## src/hw/rtl/lc3x_pkg.sv

```systemverilog
`timescale 1ns / 1ps
package lc3x_pkg;

  localparam int MEM_WORDS = 65536;
  localparam int MEM_AW    = $clog2(MEM_WORDS);
  localparam int MAX_TEXT  = 64;
  localparam int NCH_W     = $clog2(MAX_TEXT + 1);

  localparam logic [15:0] KBSR = 16'hFE00;
  localparam logic [15:0] KBDR = 16'hFE02;

  localparam logic [2:0] MODE_MEM_WR = 3'd0;
  localparam logic [2:0] MODE_MEM_RD = 3'd1;
  localparam logic [2:0] MODE_STEP   = 3'd2;
  localparam logic [2:0] MODE_REG_RD = 3'd3;
  localparam logic [2:0] MODE_REG_WR = 3'd4;

  localparam logic [15:0] REG_IDX_PC   = 16'd8;
  localparam logic [15:0] REG_IDX_COND = 16'd9;

  localparam logic [3:0] OP_BR   = 4'd0;
  localparam logic [3:0] OP_ADD  = 4'd1;
  localparam logic [3:0] OP_LD   = 4'd2;
  localparam logic [3:0] OP_ST   = 4'd3;
  localparam logic [3:0] OP_JSR  = 4'd4;
  localparam logic [3:0] OP_AND  = 4'd5;
  localparam logic [3:0] OP_LDR  = 4'd6;
  localparam logic [3:0] OP_STR  = 4'd7;
  localparam logic [3:0] OP_NOT  = 4'd9;
  localparam logic [3:0] OP_LDI  = 4'd10;
  localparam logic [3:0] OP_STI  = 4'd11;
  localparam logic [3:0] OP_JMP  = 4'd12;
  localparam logic [3:0] OP_LEA  = 4'd14;
  localparam logic [3:0] OP_TRAP = 4'd15;

  localparam logic [7:0] TRAP_GETC  = 8'h20;
  localparam logic [7:0] TRAP_OUT   = 8'h21;
  localparam logic [7:0] TRAP_PUTS  = 8'h22;
  localparam logic [7:0] TRAP_IN    = 8'h23;
  localparam logic [7:0] TRAP_PUTSP = 8'h24;
  localparam logic [7:0] TRAP_HALT  = 8'h25;

  localparam logic [2:0] FLAG_N = 3'd4;
  localparam logic [2:0] FLAG_Z = 3'd2;
  localparam logic [2:0] FLAG_P = 3'd1;

  typedef struct packed {
    logic [2:0]  mode;
    logic [15:0] address;
    logic [15:0] data;
    logic        key_valid;
    logic [7:0]  key_char;
  } in_t;

  typedef struct packed {
    logic [15:0] read_data;
    logic [15:0] pc_after;
    logic        char_valid;
    logic [7:0]  out_char;
    logic        last;
    logic        halted;
    logic        text_cut;
  } out_t;

  typedef struct packed {
    logic              we;
    logic [MEM_AW-1:0] addr;
    logic [15:0]       wdata;
  } mem_req_t;

  typedef struct packed {
    logic [2:0]  raddr;
    logic        we;
    logic [2:0]  waddr;
    logic [15:0] wdata;
  } reg_req_t;

  function automatic logic [2:0] flags_of(input logic [15:0] v);
    if (v == 16'd0) return FLAG_Z;
    else if (v[15]) return FLAG_N;
    else return FLAG_P;
  endfunction

endpackage

```

## src/hw/rtl/lc3x_regfile.sv

```systemverilog
`timescale 1ns / 1ps
module lc3x_regfile import lc3x_pkg::*; (
  input  logic        clk,
  input  logic        rst_n,
  input  reg_req_t    req,
  output logic [15:0] rdata
);

  logic [15:0] regs [8];
  logic [7:0]  valid_r;
  logic [15:0] rdata_r;
  logic        rvalid_r;

  always_ff @(posedge clk) begin
    if (req.we) begin
      regs[req.waddr] <= req.wdata;
    end
    rdata_r <= regs[req.raddr];
  end

  // valid bits stand in for the all-zero reset
  always_ff @(posedge clk) begin
    if (!rst_n) begin
      valid_r  <= 8'd0;
      rvalid_r <= 1'b0;
    end else begin
      if (req.we) begin
        valid_r[req.waddr] <= 1'b1;
      end
      rvalid_r <= valid_r[req.raddr];
    end
  end

  assign rdata = rvalid_r ? rdata_r : 16'd0;

endmodule

```

## config.mk

```make
export PLATFORM = sky130hd
export DESIGN_NAME = lc3x_regfile
export DESIGN_NICKNAME = d
export VERILOG_FILES = /design/src/hw/rtl/lc3x_pkg.sv /design/src/hw/rtl/lc3x_regfile.sv
export SDC_FILE = /design/constraint.sdc
export NUM_CORES = 1
export LEC_CHECK = 0
export ABC_AREA = 1
export BUFFER_PORTS_ARGS = -buffer_cell sky130_fd_sc_hd__buf_2
export CAP_MARGIN = 40
export CORE_ASPECT_RATIO = 1.5
export CORE_MARGIN = 5
export CORE_UTILIZATION = 35
export CTS_CLUSTER_DIAMETER = 60
export DETAILED_ROUTE_END_ITERATION = 8
export SYNTH_ARGS = -nofsm -noshare
export SYNTH_HDL_FRONTEND = slang
export SYNTH_SLANG_ARGS = --single-unit
```

## constraint.sdc

```tcl
create_clock -name clk -period 1.76 [get_ports clk]
set_input_delay 0.088 -clock clk [delete_from_list [all_inputs] [get_ports clk]]
set_output_delay 0.088 -clock clk [all_outputs]
set_load 0.005 [all_outputs]
```

==> results.ini <==
[outcome]
run_status=completed

[power]
pwr-share-seq=0.499
p_sw_mw=1.85
leakagePower_nw=2.94
power_density_mw_per_mm2=1140
p_comb_frac=0.062
ir_worst_vdd_uv=635
p_int_mw=6.37
switching_share=0.225
pwr-share-clk=0.438

[routing]
via_per_inst=4.62
wire_per_inst_um=15.3
vias=3874
wl_mm=12.8
ant_nets=0
firstDrtPassIters=4
drtIter0Drc=202
drc=0

[cts]
holdBufCountCts=17
clk_latency_ns=0.41
cts_buffers=17
clock-root-buffer=clkbuf_16
cts_buffer_depth=2
h-tree-depth=4
cts_resized=0
cts_setup_buffers=0
path_clk_slew_ns=0.06
numClockSinks=153
tritoncts=yes

[synthesis]
ys_warn_count=0
synth_cell_type_count=15
netlist_area_sq_mm=0.00599
synth.avg_cell_area_sq_um=10.9
synth-seq-cells=153
ys_seq_area_frac=0.725
syn_nets=573
synthCells=548

[sta]
tightest_slew_ns=0.691
drv_slew=0
fmax_ghz=0.739
worst_hold_slack_ns=0.0256
setup_tns_ns=0
max_slew_margin=0.539
setup_violations=0
fin_crit_ns=1.35
fin_crit_sh=0.769
fin_skew_ns=0.00868
finalHoldViolCount=0
rsz0062_at_grt=no

[floorplanning]
num_io_pins=41
dieArea_sq_mm=0.0199
core_sq_mm=0.0168
initial_core_util=0.356
rows=58
dieHeight_um=170
die_x_um=117

[global_routing]
grt_overflow=0
antenna_found_initial=0
grt_use_total=0.138
grt_pass1_vias=3949
grt_first_pass_wirelength_mm=20.7
grt_start_max_net_pins=41

[layout]
antenna_cells=0
nFillCells=1575
nNetsFinal=641
drive_gt1_frac=0.146
syn_to_final_growth_pct=19.9

[placement]
routabilityCongestion=0.753
port_buffers=40
hpwl_mm=7.78

[setup_path]
crit_family=buffers and inverters
slowest_stage=dfxtp_1
cp.arrival_ns=1.27
worst_setup_path_start_kind=register
cp_data_required_time_ns=1.67
critPathCaptureType=primary output
crit_buf_inv=3
crit_chain=buf_4 -> nand2_1 -> inv_1 -> buf_2
criticalPathCategory=reg2out
critPathMaxFanout=15
max_stage_delay_ns=0.33

[job]
drv_cap=0

[min_path]
holdCritPathClass=in2reg

[worst paths after layout]
| check | startpoint | endpoint | slack (ns) | cells past startpoint |
|---|---|---|---|---|
| setup reg to reg | regs[6][12] | rdata_r[12] | 0.75 | 6 |
| hold reg to reg | valid_r[0] | valid_r[0] | 0.46 | 2 |
| hold / removal | req[17] | valid_r[1] | 0.03 | 4 |
| setup / recovery | rvalid_r | rdata[13] | 0.41 | 4 |
[registers in the layout, summed over array words and instances (netlist names)]
register and flops:
valid_r 8, rvalid_r 1, regs 128, rdata_r 16
[layer usage]
metal,track usage,vias up,share of wire
met5,0,-,0
met4,0.0544,0,0.017
met3,0.0309,15,0.030
met2,0.245,68,0.54
met1,0.159,1851,0.41
li1,-,1940,-
[placed cells by master (no fill, tap or decap)]
cell type      instances
nand3_1                5
inv_2                  2
bufinv_16              2
clkbuf_1               1
buf_2                 40
nand2_1              116
clkinvlp_4             5
a21oi_1                7
dlygate4sd3_1         17
clkbuf_16             17
dfxtp_1               25
edfxtp_1             128
inv_6                  6
buf_4                 19
o21ai_0               32
inv_8                  1
o21ai_1               32
nor2_1               136
inv_1                 38
[worst register-to-register path: cells and delay by family (launching register included)]
kind,cells,cell delay [ns]
DFF,1,0.37
and+or+nand+nor,5,0.40
AOI/OAI and AO/OA,1,0.13
[through the flow]
stage | std cells | cell area (sq um) | worst slack, ns | utilization | total power [mW]
3_3_place_gp | 790 | 6430 | 0.522 | 0.382 | 4.65
6_report | 839 | 7190 | 0.406 | 0.427 | 8.22
2_1_floorplan | 548 | 5990 | 0.484 | - | 4.48
4_1_cts | 839 | 7190 | 0.364 | 0.427 | 8.28
3_5_place_dp | 790 | 6430 | 0.446 | 0.382 | 4.67
5_1_grt | 839 | 7190 | 0.311 | 0.427 | 8.54
[layout make-up]
| class | instances | area, sq um | area share |
|---|---|---|---|
| clock buffer | 18 | 429 | 0.0597 |
| inverter | 40 | 150 | 0.0209 |
| multi-input combinational | 328 | 1330 | 0.185 |
| tap | 210 | 263 | 0.0366 |
| timing repair buffer | 76 | 513 | 0.0714 |
| sequential | 153 | 4340 | 0.604 |
| clock inverter | 14 | 161 | 0.0225 |
[cells in the mapped netlist, drive strengths merged]
cell | number | share of area
buf | 19 | 0.024
nor2 | 136 | 0.085
a21oi | 7 | 0.0058
dfxtp | 25 | 0.083
nand2 | 116 | 0.073
edfxtp | 128 | 0.64
inv | 40 | 0.025
nand3 | 5 | 0.0042
o21ai | 64 | 0.053
clkbuf | 8 | 0.0054
[kinds of logic (layout without fill, tap and decap cells)]
family | count (synthesis) | after routing | share of synthesized area
AO/OA/AOI/OAI | 71 | 71 | 0.0593
buffers and inverters | 67 | 148 | 0.0541
flip-flops | 153 | 153 | 0.725
AND/OR/NAND/NOR | 257 | 257 | 0.162
[power by group through the flow]
stage / logic [mW] / clock network, mW / registers, mW
after floorplan: 0.309 / 0 / 4.17
after global placement: 0.475 / 0 / 4.18
after detailed placement: 0.488 / 0 / 4.18
after CTS: 0.521 / 3.65 / 4.11
after global routing: 0.585 / 3.84 / 4.12
final: 0.511 / 3.60 / 4.11
(Power assumes the default switching activity.)
